**src/design/ccss_pkg.sv**
```systemverilog
// Shared types and constants for the C comment and string stripper.
// Used by ccss_lexer, ccss_out_fifo and c_comment_string_stripper_core.
package ccss_pkg;

  typedef enum logic [2:0] {
    MODE_CODE   = 3'd0,
    MODE_LINE   = 3'd1,
    MODE_BLOCK  = 3'd2,
    MODE_STRING = 3'd3,
    MODE_CHAR   = 3'd4
  } lex_mode_e;

  typedef struct packed {
    lex_mode_e  mode;
    logic       held_slash;
    logic       star_seen;
    logic       escape_pending;
  } lex_state_t;

  // Up to two kept bytes caused by one input beat.
  typedef struct packed {
    logic [1:0] count;
    logic [7:0] char0;
    logic [7:0] char1;
  } lex_result_t;

  localparam logic [7:0] ChNewline   = 8'h0a;
  localparam logic [7:0] ChStar      = 8'h2a;
  localparam logic [7:0] ChSlash     = 8'h2f;
  localparam logic [7:0] ChDquote    = 8'h22;
  localparam logic [7:0] ChSquote    = 8'h27;
  localparam logic [7:0] ChBackslash = 8'h5c;

  localparam int unsigned FifoDepth = 4;
  localparam int unsigned PtrW      = $clog2(FifoDepth);
  localparam int unsigned CntW      = $clog2(FifoDepth + 1);

endpackage

```
**src/design/ccss_lexer.sv**
```systemverilog
// Lexer state register and per-byte mode update for the stripper.
// Depends on ccss_pkg.
module ccss_lexer (
  input  logic                 clk_i,
  input  logic                 rst_ni,
  input  logic                 advance_i,
  input  logic [7:0]           char_i,
  input  logic                 last_i,
  output ccss_pkg::lex_result_t result_o
);
  import ccss_pkg::*;

  lex_state_t  state_q, state_d;
  lex_result_t res;

  function automatic lex_result_t emit(lex_result_t r, logic [7:0] ch);
    lex_result_t o;
    o = r;
    if (r.count == 2'd0) begin
      o.char0 = ch;
      o.count = 2'd1;
    end else if (r.count == 2'd1) begin
      o.char1 = ch;
      o.count = 2'd2;
    end
    return o;
  endfunction

  always_comb begin
    logic [7:0] close_ch;
    state_d   = state_q;
    res.count = 2'd0;
    res.char0 = 8'h00;
    res.char1 = 8'h00;
    close_ch  = (state_q.mode == MODE_STRING) ? ChDquote : ChSquote;
    unique case (state_q.mode) inside
      MODE_LINE: begin
        if (char_i == ChNewline) begin
          res          = emit(res, ChNewline);
          state_d.mode = MODE_CODE;
        end
      end
      MODE_BLOCK: begin
        if (char_i == ChNewline) res = emit(res, ChNewline);
        if (state_q.star_seen && char_i == ChSlash) begin
          state_d.mode      = MODE_CODE;
          state_d.star_seen = 1'b0;
        end else begin
          state_d.star_seen = (char_i == ChStar);
        end
      end
      MODE_STRING, MODE_CHAR: begin
        if (char_i == ChNewline) res = emit(res, ChNewline);
        if (state_q.escape_pending) begin
          state_d.escape_pending = 1'b0;
        end else if (char_i == ChBackslash) begin
          state_d.escape_pending = 1'b1;
        end else if (char_i == close_ch) begin
          state_d.mode = MODE_CODE;
        end
      end
      default: begin
        state_d.mode = MODE_CODE;
        if (state_q.held_slash && char_i == ChSlash) begin
          state_d.held_slash = 1'b0;
          state_d.mode       = MODE_LINE;
        end else if (state_q.held_slash && char_i == ChStar) begin
          state_d.held_slash = 1'b0;
          state_d.mode       = MODE_BLOCK;
          state_d.star_seen  = 1'b0;
        end else begin
          if (state_q.held_slash) begin
            state_d.held_slash = 1'b0;
            res                = emit(res, ChSlash);
          end
          if (char_i == ChSlash) begin
            state_d.held_slash = 1'b1;
          end else if (char_i == ChDquote) begin
            state_d.mode           = MODE_STRING;
            state_d.escape_pending = 1'b0;
          end else if (char_i == ChSquote) begin
            state_d.mode           = MODE_CHAR;
            state_d.escape_pending = 1'b0;
          end else begin
            res = emit(res, char_i);
          end
        end
      end
    endcase
    if (last_i) begin
      if (state_d.held_slash) res = emit(res, ChSlash);
      state_d.mode           = MODE_CODE;
      state_d.held_slash     = 1'b0;
      state_d.star_seen      = 1'b0;
      state_d.escape_pending = 1'b0;
    end
  end

  always_ff @(posedge clk_i or negedge rst_ni) begin
    if (!rst_ni) begin
      state_q.mode           <= MODE_CODE;
      state_q.held_slash     <= 1'b0;
      state_q.star_seen      <= 1'b0;
      state_q.escape_pending <= 1'b0;
    end else if (advance_i) begin
      state_q <= state_d;
    end
  end

  assign result_o = res;

  a_star_in_block : assert property (@(posedge clk_i) disable iff (!rst_ni)
    state_q.star_seen |-> state_q.mode == MODE_BLOCK)
    else $error("star flag outside block comment");
  a_held_in_code : assert property (@(posedge clk_i) disable iff (!rst_ni)
    state_q.held_slash |-> state_q.mode == MODE_CODE)
    else $error("held slash outside code mode");
  a_esc_in_quote : assert property (@(posedge clk_i) disable iff (!rst_ni)
    state_q.escape_pending |-> (state_q.mode == MODE_STRING || state_q.mode == MODE_CHAR))
    else $error("escape flag outside quoted text");
  a_last_resets : assert property (@(posedge clk_i) disable iff (!rst_ni)
    advance_i && last_i |=> state_q.mode == MODE_CODE && !state_q.held_slash)
    else $error("state not reset after last beat");

endmodule

```
**src/design/ccss_out_fifo.sv**
```systemverilog
// Result queue: up to two bytes in per beat, one out per cycle when ready.
// Depends on ccss_pkg.
module ccss_out_fifo (
  input  logic                  clk_i,
  input  logic                  rst_ni,
  input  logic                  push_i,
  input  ccss_pkg::lex_result_t result_i,
  output logic                  room_o,
  output logic                  m_axis_tvalid_o,
  input  logic                  m_axis_tready_i,
  output logic [7:0]            m_axis_tdata_o,
  output logic                  m_axis_tlast_o
);
  import ccss_pkg::*;

  logic [8:0]      mem_q [FifoDepth];
  logic [PtrW-1:0] head_q, tail_q, head_d, tail_d, tail_nx;
  logic [CntW-1:0] count_q, count_d, push_n;
  logic            pop;

  assign pop     = m_axis_tvalid_o && m_axis_tready_i;
  assign push_n  = push_i ? CntW'(result_i.count) : '0;
  assign tail_nx = tail_q + PtrW'(1);
  assign head_d  = pop ? head_q + PtrW'(1) : head_q;
  assign tail_d  = tail_q + PtrW'(push_n);
  assign count_d = count_q + push_n - CntW'(pop);
  assign room_o  = count_q <= CntW'(FifoDepth - 2);

  always_ff @(posedge clk_i or negedge rst_ni) begin
    if (!rst_ni) begin
      head_q  <= '0;
      tail_q  <= '0;
      count_q <= '0;
    end else begin
      head_q  <= head_d;
      tail_q  <= tail_d;
      count_q <= count_d;
    end
  end

  always_ff @(posedge clk_i) begin
    if (push_i && result_i.count != 2'd0) begin
      mem_q[tail_q] <= {result_i.count == 2'd1, result_i.char0};
    end
    if (push_i && result_i.count == 2'd2) begin
      mem_q[tail_nx] <= {1'b1, result_i.char1};
    end
  end

  assign m_axis_tvalid_o = count_q != '0;
  assign m_axis_tdata_o  = mem_q[head_q][7:0];
  assign m_axis_tlast_o  = mem_q[head_q][8];

  a_no_overflow : assert property (@(posedge clk_i) disable iff (!rst_ni)
    count_q <= CntW'(FifoDepth))
    else $error("result queue overflow");
  a_push_room : assert property (@(posedge clk_i) disable iff (!rst_ni)
    push_i && result_i.count == 2'd2 |=> count_q >= CntW'(2 - 1))
    else $error("two-byte push lost");
  a_ptr_track : assert property (@(posedge clk_i) disable iff (!rst_ni)
    count_q == '0 || count_q == CntW'(FifoDepth) || head_q != tail_q)
    else $error("pointers disagree with count");

endmodule

```
**src/design/c_comment_string_stripper_core.sv**
```systemverilog
// Top level of the C comment and string stripper.
// Depends on ccss_pkg, ccss_lexer and ccss_out_fifo.
//
// Takes one source byte per beat on the slave stream and returns the kept
// bytes on the master stream, one per beat; tlast on the master side marks
// the last kept byte caused by an input beat, tlast on the slave side marks
// the final byte of a source. A beat is accepted every cycle while the
// four-entry result queue holds at most two bytes; kept bytes leave at one
// per cycle while the master is ready, after the input register and the
// result queue. A byte that yields two results (a released slash plus the
// byte) needs two output beats, so the output port sets the sustained rate.
module c_comment_string_stripper_core (
  input  logic       clk_i,
  input  logic       rst_ni,
  input  logic       s_axis_tvalid_i,
  output logic       s_axis_tready_o,
  input  logic [7:0] s_axis_tdata_i,   // [7:0] in_char
  input  logic       s_axis_tlast_i,   // is_last
  output logic       m_axis_tvalid_o,
  input  logic       m_axis_tready_i,
  output logic [7:0] m_axis_tdata_o,   // [7:0] out_char
  output logic       m_axis_tlast_o    // run_last
);
  import ccss_pkg::*;

  logic        in_valid_q;
  logic [7:0]  in_char_q;
  logic        in_last_q;
  logic        room;
  logic        advance;
  lex_result_t result;

  assign advance         = in_valid_q && room;
  assign s_axis_tready_o = !in_valid_q || room;

  always_ff @(posedge clk_i or negedge rst_ni) begin
    if (!rst_ni) begin
      in_valid_q <= 1'b0;
    end else if (s_axis_tready_o) begin
      in_valid_q <= s_axis_tvalid_i;
    end
  end

  always_ff @(posedge clk_i) begin
    if (s_axis_tready_o && s_axis_tvalid_i) begin
      in_char_q <= s_axis_tdata_i;
      in_last_q <= s_axis_tlast_i;
    end
  end

  ccss_lexer u_lexer (
    .clk_i     (clk_i),
    .rst_ni    (rst_ni),
    .advance_i (advance),
    .char_i    (in_char_q),
    .last_i    (in_last_q),
    .result_o  (result)
  );

  ccss_out_fifo u_out_fifo (
    .clk_i           (clk_i),
    .rst_ni          (rst_ni),
    .push_i          (advance),
    .result_i        (result),
    .room_o          (room),
    .m_axis_tvalid_o (m_axis_tvalid_o),
    .m_axis_tready_i (m_axis_tready_i),
    .m_axis_tdata_o  (m_axis_tdata_o),
    .m_axis_tlast_o  (m_axis_tlast_o)
  );

endmodule
```
**config.mk**
```make
export PLATFORM = sky130hd
export DESIGN_NAME = c_comment_string_stripper_core
export DESIGN_NICKNAME = d
export VERILOG_FILES = /design/src/design/ccss_pkg.sv /design/src/design/ccss_lexer.sv /design/src/design/ccss_out_fifo.sv /design/src/design/c_comment_string_stripper_core.sv
export SDC_FILE = /design/constraint.sdc
export NUM_CORES = 1
export LEC_CHECK = 0
export ABC_AREA = 1
export BUFFER_PORTS_ARGS = -buffer_cell sky130_fd_sc_hd__buf_4
export CAP_MARGIN = 10
export CELL_PAD_IN_SITES_DETAIL_PLACEMENT = 1
export CELL_PAD_IN_SITES_GLOBAL_PLACEMENT = 1
export CORE_MARGIN = 2
export CORE_UTILIZATION = 40
export CTS_CLUSTER_SIZE = 20
export DETAILED_ROUTE_END_ITERATION = 7
export PLACE_DENSITY_LB_ADDON = 0.08
export SYNTH_ARGS = -nofsm -noshare
export SYNTH_HDL_FRONTEND = slang
export SYNTH_SLANG_ARGS = --single-unit
```
**constraint.sdc**
```tcl
create_clock -name clk_i -period 3.2 [get_ports clk_i]
set_input_delay 0.32 -clock clk_i [delete_from_list [all_inputs] [get_ports clk_i]]
set_output_delay 0.32 -clock clk_i [all_outputs]
set_load 0.03 [all_outputs]
```
# ---- Word level (Yosys, flattened, before mapping)
# Memories as Yosys holds them, arrays and structs flattened.
# Cells that the tools add are included.
dict set report totals {
  wordCells 120
  memories 1
  out_inout_bits 11
  register_bits 23
  mem_bits_rw 36
}
dict set report op_classes {
  eq_ne 26
  n_addsub 5
  magnitude_cmp 1
  reduce_logical 23
  muxes 54
}
# memory depth width rd rd_ports_with_merged_regs wr line_no
set mem_list {}
lappend mem_list {u_out_fifo.mem_q 4 9 1 0 2 ccss_out_fifo.sv:16} ;# logic [8:0] mem_q [FifoDepth];
# operator count
set op_table {}
lappend op_table {{18-bit 2-to-1 mux} 11}
lappend op_table {{8-bit 2-to-1 mux} 6}
lappend op_table {{17-bit 2-to-1 mux} 2}
lappend op_table {{8-bit by 6-bit == test with 1-bit output, second input constant} 4}
lappend op_table {{3-bit 2-to-1 mux} 9}
lappend op_table {{3-bit inequality test, second input constant} 7}
lappend op_table {{1-bit 2-to-1 mux} 14}
lappend op_table {{2-bit 2-to-1 mux} 6}
lappend op_table {{6-bit AND reduction} 2}
lappend op_table {{3-bit one-hot mux with 3 select lines} 1}
lappend op_table {{8-bit by 4-bit == test with 1-bit output, second input constant} 1}
lappend op_table {{8-bit by 7-bit == test with 1-bit output, second input constant} 1}
lappend op_table {{8-bit == test} 1}
lappend op_table {{1-bit logical AND} 8}
lappend op_table {{4-bit 2-to-1 mux} 2}
lappend op_table {{2-bit by 1-bit == test with 1-bit output, second input constant} 3}
lappend op_table {{3-bit by 2-bit == test with 1-bit output, second input constant} 2}
lappend op_table {{6-bit 2-to-1 mux} 1}
lappend op_table {{3-bit by 2-bit inequality test with 1-bit output, second input constant} 2}
lappend op_table {{3-bit nonzero test} 2}
lappend op_table {{2-bit by 1-bit adder with 2-bit output, second input constant} 2}
lappend op_table {{2-bit logical NOT} 2}
lappend op_table {{2-bit by 1-bit inequality test with 1-bit output, second input constant} 2}
lappend op_table {{1-bit one-hot mux with 2 select lines} 2}
lappend op_table {{15 further kinds} 16}

# ---- Depth between registers and ports, before layout
dict set report depth {
  word_depth 23
  depth_mapped 21
  ltp_nobuf 21
}

# ---- Modules after synthesis
# From an unflattened synthesis, not the netlist that was laid out.
dict set report unflattened {
  cells_unflattened 458
  area_unflattened_um2 3724.8
}
# module n_inst cells_each area_per_inst_um2
set by_module_without_submodules {}
lappend by_module_without_submodules {ccss_out_fifo 1 268 2389.8}
lappend by_module_without_submodules {ccss_lexer 1 173 1012.2}
lappend by_module_without_submodules {c_comment_string_stripper_core 1 17 322.8}

# ---- Worst setup path after synthesis
# No wires, ideal clock.
dict set report synth_path {
  kind {register to register}
  startpoint {reg in_char_q[4]}
  endpoint {reg u_out_fifo.count_q[2]}
  path_stages_with_launch 22
  path_slack_ns -0.326
  arrival_time_ns 3.447
  t_required_ns 3.121
  setup_time_ns 0.079
  cell_sequence {edfxtp_1 > inv_2 > nand2_2 > nor2_8 > nand3_1 > nor2_1 > inv_1 > ha_1 > inv_1 > nand2_1 > nand2_1 > o21ai_4 > inv_1 > ha_1 > inv_1 > nand4_1 > nand2_2 > nand2_4 > ha_1 > fa_1 > xnor2_1 > xor2_1}
}
dict set report synth_via {
  elab_chain_len 15
  elab_cells_between_ends 27
}
# item line_no
set synth_lines {}
lappend synth_lines {{start, declared} c_comment_string_stripper_core.sv:27} ;# logic [7:0] in_char_q;
lappend synth_lines {{start signal, assigned} c_comment_string_stripper_core.sv:46} ;# in_char_q <= s_axis_tdata_i;
lappend synth_lines {{8-bit by 6-bit == test with 1-bit output} ccss_lexer.sv:81} ;# end else if (char_i == ChSquote) begin
lappend synth_lines {{18-bit 2-to-1 mux} ccss_lexer.sv:81}
lappend synth_lines {{18-bit 2-to-1 mux} ccss_lexer.sv:78} ;# end else if (char_i == ChDquote) begin
lappend synth_lines {{18-bit 2-to-1 mux} ccss_lexer.sv:76} ;# if (char_i == ChSlash) begin
lappend synth_lines {{18-bit 2-to-1 mux} ccss_lexer.sv:67} ;# end else if (state_q.held_slash && char_i == ChStar) begin
lappend synth_lines {{18-bit 2-to-1 mux} ccss_lexer.sv:64} ;# if (state_q.held_slash && char_i == ChSlash) begin
lappend synth_lines {{18-bit 2-to-1 mux} --}
lappend synth_lines {{2-bit by 1-bit == test with 1-bit output} ccss_lexer.sv:22} ;# end else if (r.count == 2'd1) begin
lappend synth_lines {{2-bit 2-to-1 mux} ccss_lexer.sv:22}
lappend synth_lines {{2-bit 2-to-1 mux} ccss_lexer.sv:19} ;# if (r.count == 2'd0) begin
lappend synth_lines {{18-bit 2-to-1 mux} ccss_lexer.sv:91} ;# if (state_d.held_slash) res = emit(res, ChSlash);
lappend synth_lines {{18-bit 2-to-1 mux (*)} ccss_lexer.sv:90} ;# if (last_i) begin
lappend synth_lines {{2-bit 2-to-1 mux (*)} ccss_out_fifo.sv:22} ;# assign push_n = push_i ? CntW'(result_i.count) : '0;
lappend synth_lines {{3-bit adder (*)} ccss_out_fifo.sv:26} ;# assign count_d = count_q + push_n - CntW'(pop);
lappend synth_lines {{3-bit by 1-bit subtractor with 3-bit output (*)} ccss_out_fifo.sv:26}
lappend synth_lines {{net u_out_fifo.count_d[2]} ccss_out_fifo.sv:18} ;# logic [CntW-1:0] count_q, count_d, push_n;
lappend synth_lines {{end signal, assigned} ccss_out_fifo.sv:37} ;# count_q <= count_d;
lappend synth_lines {{end, declared} ccss_out_fifo.sv:18}
# The timed path passes the listed nets; every way through them passes the cells marked *.
# A chain may end at the register's enable or synchronous reset.

# ---- Worst setup path in the final report
# Ends and elaborated chain as after synthesis.

==> impl_metrics.json <==
{
  "result_of_the_run": "finished, final reports clean",
  "report.final.hold_viol_count": 0,
  "timing.critical_path.required_ps": 3440,
  "viasPerCell": 5.49,
  "cts.sink_count": 59,
  "num_io_pins": 24,
  "post_synth_mux_area_share": 0,
  "synthesis.area_sq_um": 3610,
  "dr.first_iter.drc_count": 81,
  "cp_max_fo": 3,
  "postSynthRegisterBits": 59,
  "detailroute.via_count": 3216,
  "synth_xor_xnor_area_share": 0.0146,
  "min_delay_path_depth": 1,
  "syn_to_final_growth_pct": 25.7,
  "routabilityCongestion": 0.829,
  "final.period_utilization": 0.983,
  "synthTopCellsByArea": "edfxtp_1, dfrtp_1, nand3_1",
  "share_seq_of_total_power": 0.330,
  "setup.worst_path.class": "flip-flop to flip-flop",
  "antenna_cells_inserted": 0,
  "cts_max_level": 3,
  "std_cell_rows": 34,
  "p_per_cell_area_nw_per_um2": 802,
  "insertion_delay_to_the_later_sink_of_the_worst_skew_pair_ps": 360,
  "total_of_buffers_placed_on_input_and_output_ports": 23,
  "period_needed_ps": 3150,
  "max_cap_viol_count": 0,
  "net-switching-power_uw": 1600,
  "antenna_violations_before_repair": 0,
  "mostFrequentLayoutCells": "buf_4, nand3_1, nand2_1",
  "yosys.area_share.adder": 0.0333,
  "gr-total-overflow": 0,
  "final_instance_area_sq_um": 4530,
  "placeableCoreArea_sq_um": 8720,
  "timing.critical_path.to_type": "flip-flop",
  "totalWireLength_microns": 10300,
  "synth-simple-area-share": 0.306,
  "cp_cell_sequence": "inv_2, nand2_4, nor2_8, nand3_4, nor2_4, inv_2, ha_4, inv_2, nand2_2, nand2_2, o21ai_4, inv_2, ha_4, inv_2, nand4_1, nand2_2, nand2_4, ha_4, fa_2, xnor2_2, xor2_1",
  "crit_arrival_ps": 3390,
  "worst_path_most_repeated_cell": "inv_2",
  "cpLargestDelayFamily": "adder cells",
  "crit_buf_inv": 5,
  "antenna_left": 0,
  "synth_compound_gate_area_share": 0.123,
  "clock.fmax_mhz": 318,
  "cts_buffer_depth": 2,
  "initial_utilization": 0.414,
  "timing.clock.skew_ps": 11.9,
  "detail_route.drc_violations": 0,
  "cts-buffers-inserted": 9,
  "clockRootBuffer": "clkbuf_8",
  "total_number_of_nets_in_the_final_design": 495,
  "worst_slew_pin_slew_ps": 777,
  "syn-mean-instance-area_sq_um": 8.84,
  "ys_warn_count": 0,
  "die-area_sq_um": 9790,
  "synth.top_cell.area_share": 0.341,
  "total_track_usage": 0.215,
  "tritoncts": "done",
  "synth.largest_area_cell": "edfxtp_1",
  "syn-num-nets": 430,
  "combinational_power_share": 0.488,
  "wire_length_of_the_first_global_routing_pass_microns": 16700,
  "critPathMaxStageDelay_ps": 430,
  "worstHoldPathType": "input port to flip-flop",
  "internal-power_uw": 2040,
  "post_synthesis_cell_type_count": 36,
  "drt_first_pass_iters": 5,
  "cp-start-kind": "flip-flop",
  "vias_in_the_first_global_route": 3441,
  "max-slew-margin-rel": 0.480,
  "worstRegToRegCells": 21,
  "power.share.switching": 0.439,
  "grt_setup_unrepaired": "yes",
  "fin_setup_tns_ps": 0,
  "final_common_cell": "buf_4",
  "pin_count_of_the_biggest_net_entering_global_routing": 25,
  "worstSetupPathDepth": 21,
  "irDropWorstVdd_mv": 0.262,
  "synth_cells": 408,
  "main_combinational_cell_family_by_area_after_synthesis": "simple AND/OR/NAND/NOR gates",
  "die_y_microns": 99.0,
  "post_place_cell_area_sq_um": 4060,
  "routed_wire_length_per_instance_microns": 17.5,
  "slew_violations": 0,
  "cp_slowest_cell": "edfxtp_1",
  "drive_gt1_frac": 0.295,
  "chipWidth_microns": 99.0,
  "timing.final.setup_violations": 0,
  "worst_setup_hold_path_clk_slew_ps": 70,
  "ys_seq_area_frac": 0.461,
  "power_frac_clock": 0.182,
  "leakage_uw": 0.00191,
  "dpl.hpwl_microns": 7650
}
## timing repair
item | 4_1_cts | 5_1_grt
endpoints found under the setup margin | 1 | 67
pin swaps | 1 | 12
gates resized for setup | 3 | 39
endpoints found under the hold margin | 14 | 0
setup buffers | 9 | 13
cloned | 0 | 1
hold buffers | 1 | 0
## synth_stat cells
| cell type | instances |
|---|---|
| nor4_1 | 2 |
| clkbuf_8 | 1 |
| a211oi_1 | 1 |
| dfrtp_1 | 14 |
| nand4_1 | 9 |
| inv_2 | 4 |
| nand3_4 | 7 |
| fa_1 | 1 |
| clkinv_1 | 1 |
| or2_4 | 1 |
| o21ai_0 | 44 |
| a21boi_0 | 1 |
| xnor2_1 | 2 |
| nand3b_1 | 2 |
| edfxtp_1 | 41 |
| ha_1 | 8 |
| clkbuf_1 | 7 |
| o22ai_1 | 9 |
| nor2_8 | 3 |
| inv_1 | 36 |
| o31ai_1 | 2 |
| dfxtp_1 | 4 |
| a21oi_1 | 7 |
| nor2_2 | 2 |
| nand3_1 | 56 |
| nand2_1 | 61 |
| o21ai_1 | 17 |
| nor2_1 | 38 |
| nand3_2 | 2 |
| buf_6 | 3 |
| nor3_4 | 2 |
| o21ai_4 | 1 |
| nand2_4 | 4 |
| nor3_1 | 3 |
| xor2_1 | 4 |
| nand2_2 | 8 |
## worst paths after layout
check	end	slack [ps]	from
max reg2reg	u_out_fifo.count_q[2]	50	in_char_q[4]
min reg2reg	u_out_fifo.mem_q[1][8]	470	u_out_fifo.mem_q[1][8]
max in group asynchronous	u_lexer.state_q[1]	2660	rst_ni
max	u_out_fifo.count_q[2]	50	in_char_q[4]
min	in_char_q[5]	130	s_axis_tdata_i[5]
min in group asynchronous	u_out_fifo.head_q[1]	350	rst_ni
## worst register-to-register path, cell delays in order (launching register included)
cell and delay [ps]:
edfxtp_1 430, inv_2 110, nand2_4 60, nor2_8 100
nand3_4 80, nor2_4 120, inv_2 70, ha_4 250
inv_2 30, nand2_2 60, nand2_2 70, o21ai_4 140
inv_2 70, ha_4 160, inv_2 40, nand4_1 130
nand2_2 160, nand2_4 70, ha_4 230, fa_2 350
xnor2_2 150, xor2_1 160
## sequential cells by signal (all words and copies together), names as in the netlist
register            flops
u_out_fifo.mem_q       36
in_char_q               8
u_lexer.state_q         6
u_out_fifo.count_q      3
u_out_fifo.head_q       2
u_out_fifo.tail_q       2
in_last_q               1
in_valid_q              1
## metrics by stage
step / total power (uW) / util / cells / hold slack (ps) / setup WS, ps
floorplan: 2290 / - / 408 / 24.4 / 5.16
global placement: 2820 / 0.465 / 548 / 185 / 72.4
detailed placement: 2880 / 0.465 / 548 / 190 / -94.0
CTS: 3580 / 0.497 / 574 / 128 / -1.86
global route: 3880 / 0.520 / 586 / 134 / -117
finish: 3640 / 0.520 / 586 / 132 / 54.8
## logic make-up (layout without fill, tap and decap cells)
kind of cell             count (synthesis)  in the layout
AND/OR/NAND/NOR                        200            201
AO/OA/AOI/OAI                           82             82
flip-flops                              59             59
buffers and inverters                   52            121
adder cells (fa/ha/maj)                  9              9
XOR/XNOR                                 6              6
## power groups by stage
stage / Combinational (uW) / Clock [uW] / Sequential [uW]
CTS: 1710 / 669 / 1200
global route: 1960 / 693 / 1230
detailed placement: 1670 / 0 / 1210
finish: 1770 / 663 / 1200
floorplan: 1140 / 0 / 1160
global placement: 1620 / 0 / 1200
## cell type report
type | count | area [sq um]
clock buffers | 10 | 128
flip-flops and latches | 59 | 1660
well taps | 108 | 135
repair buffers | 64 | 510
multi-input cells | 298 | 1890
fillers | 1039 | 4190
inverters | 41 | 158
clock inverters | 6 | 56.3
## layer usage
layer,global-route usage,share of wire
met5,0,0
met4,0.0959,0.020
met3,0.0369,0.033
met2,0.377,0.51
met1,0.257,0.43
No activity file was read; power rests on OpenSTA's default activity.
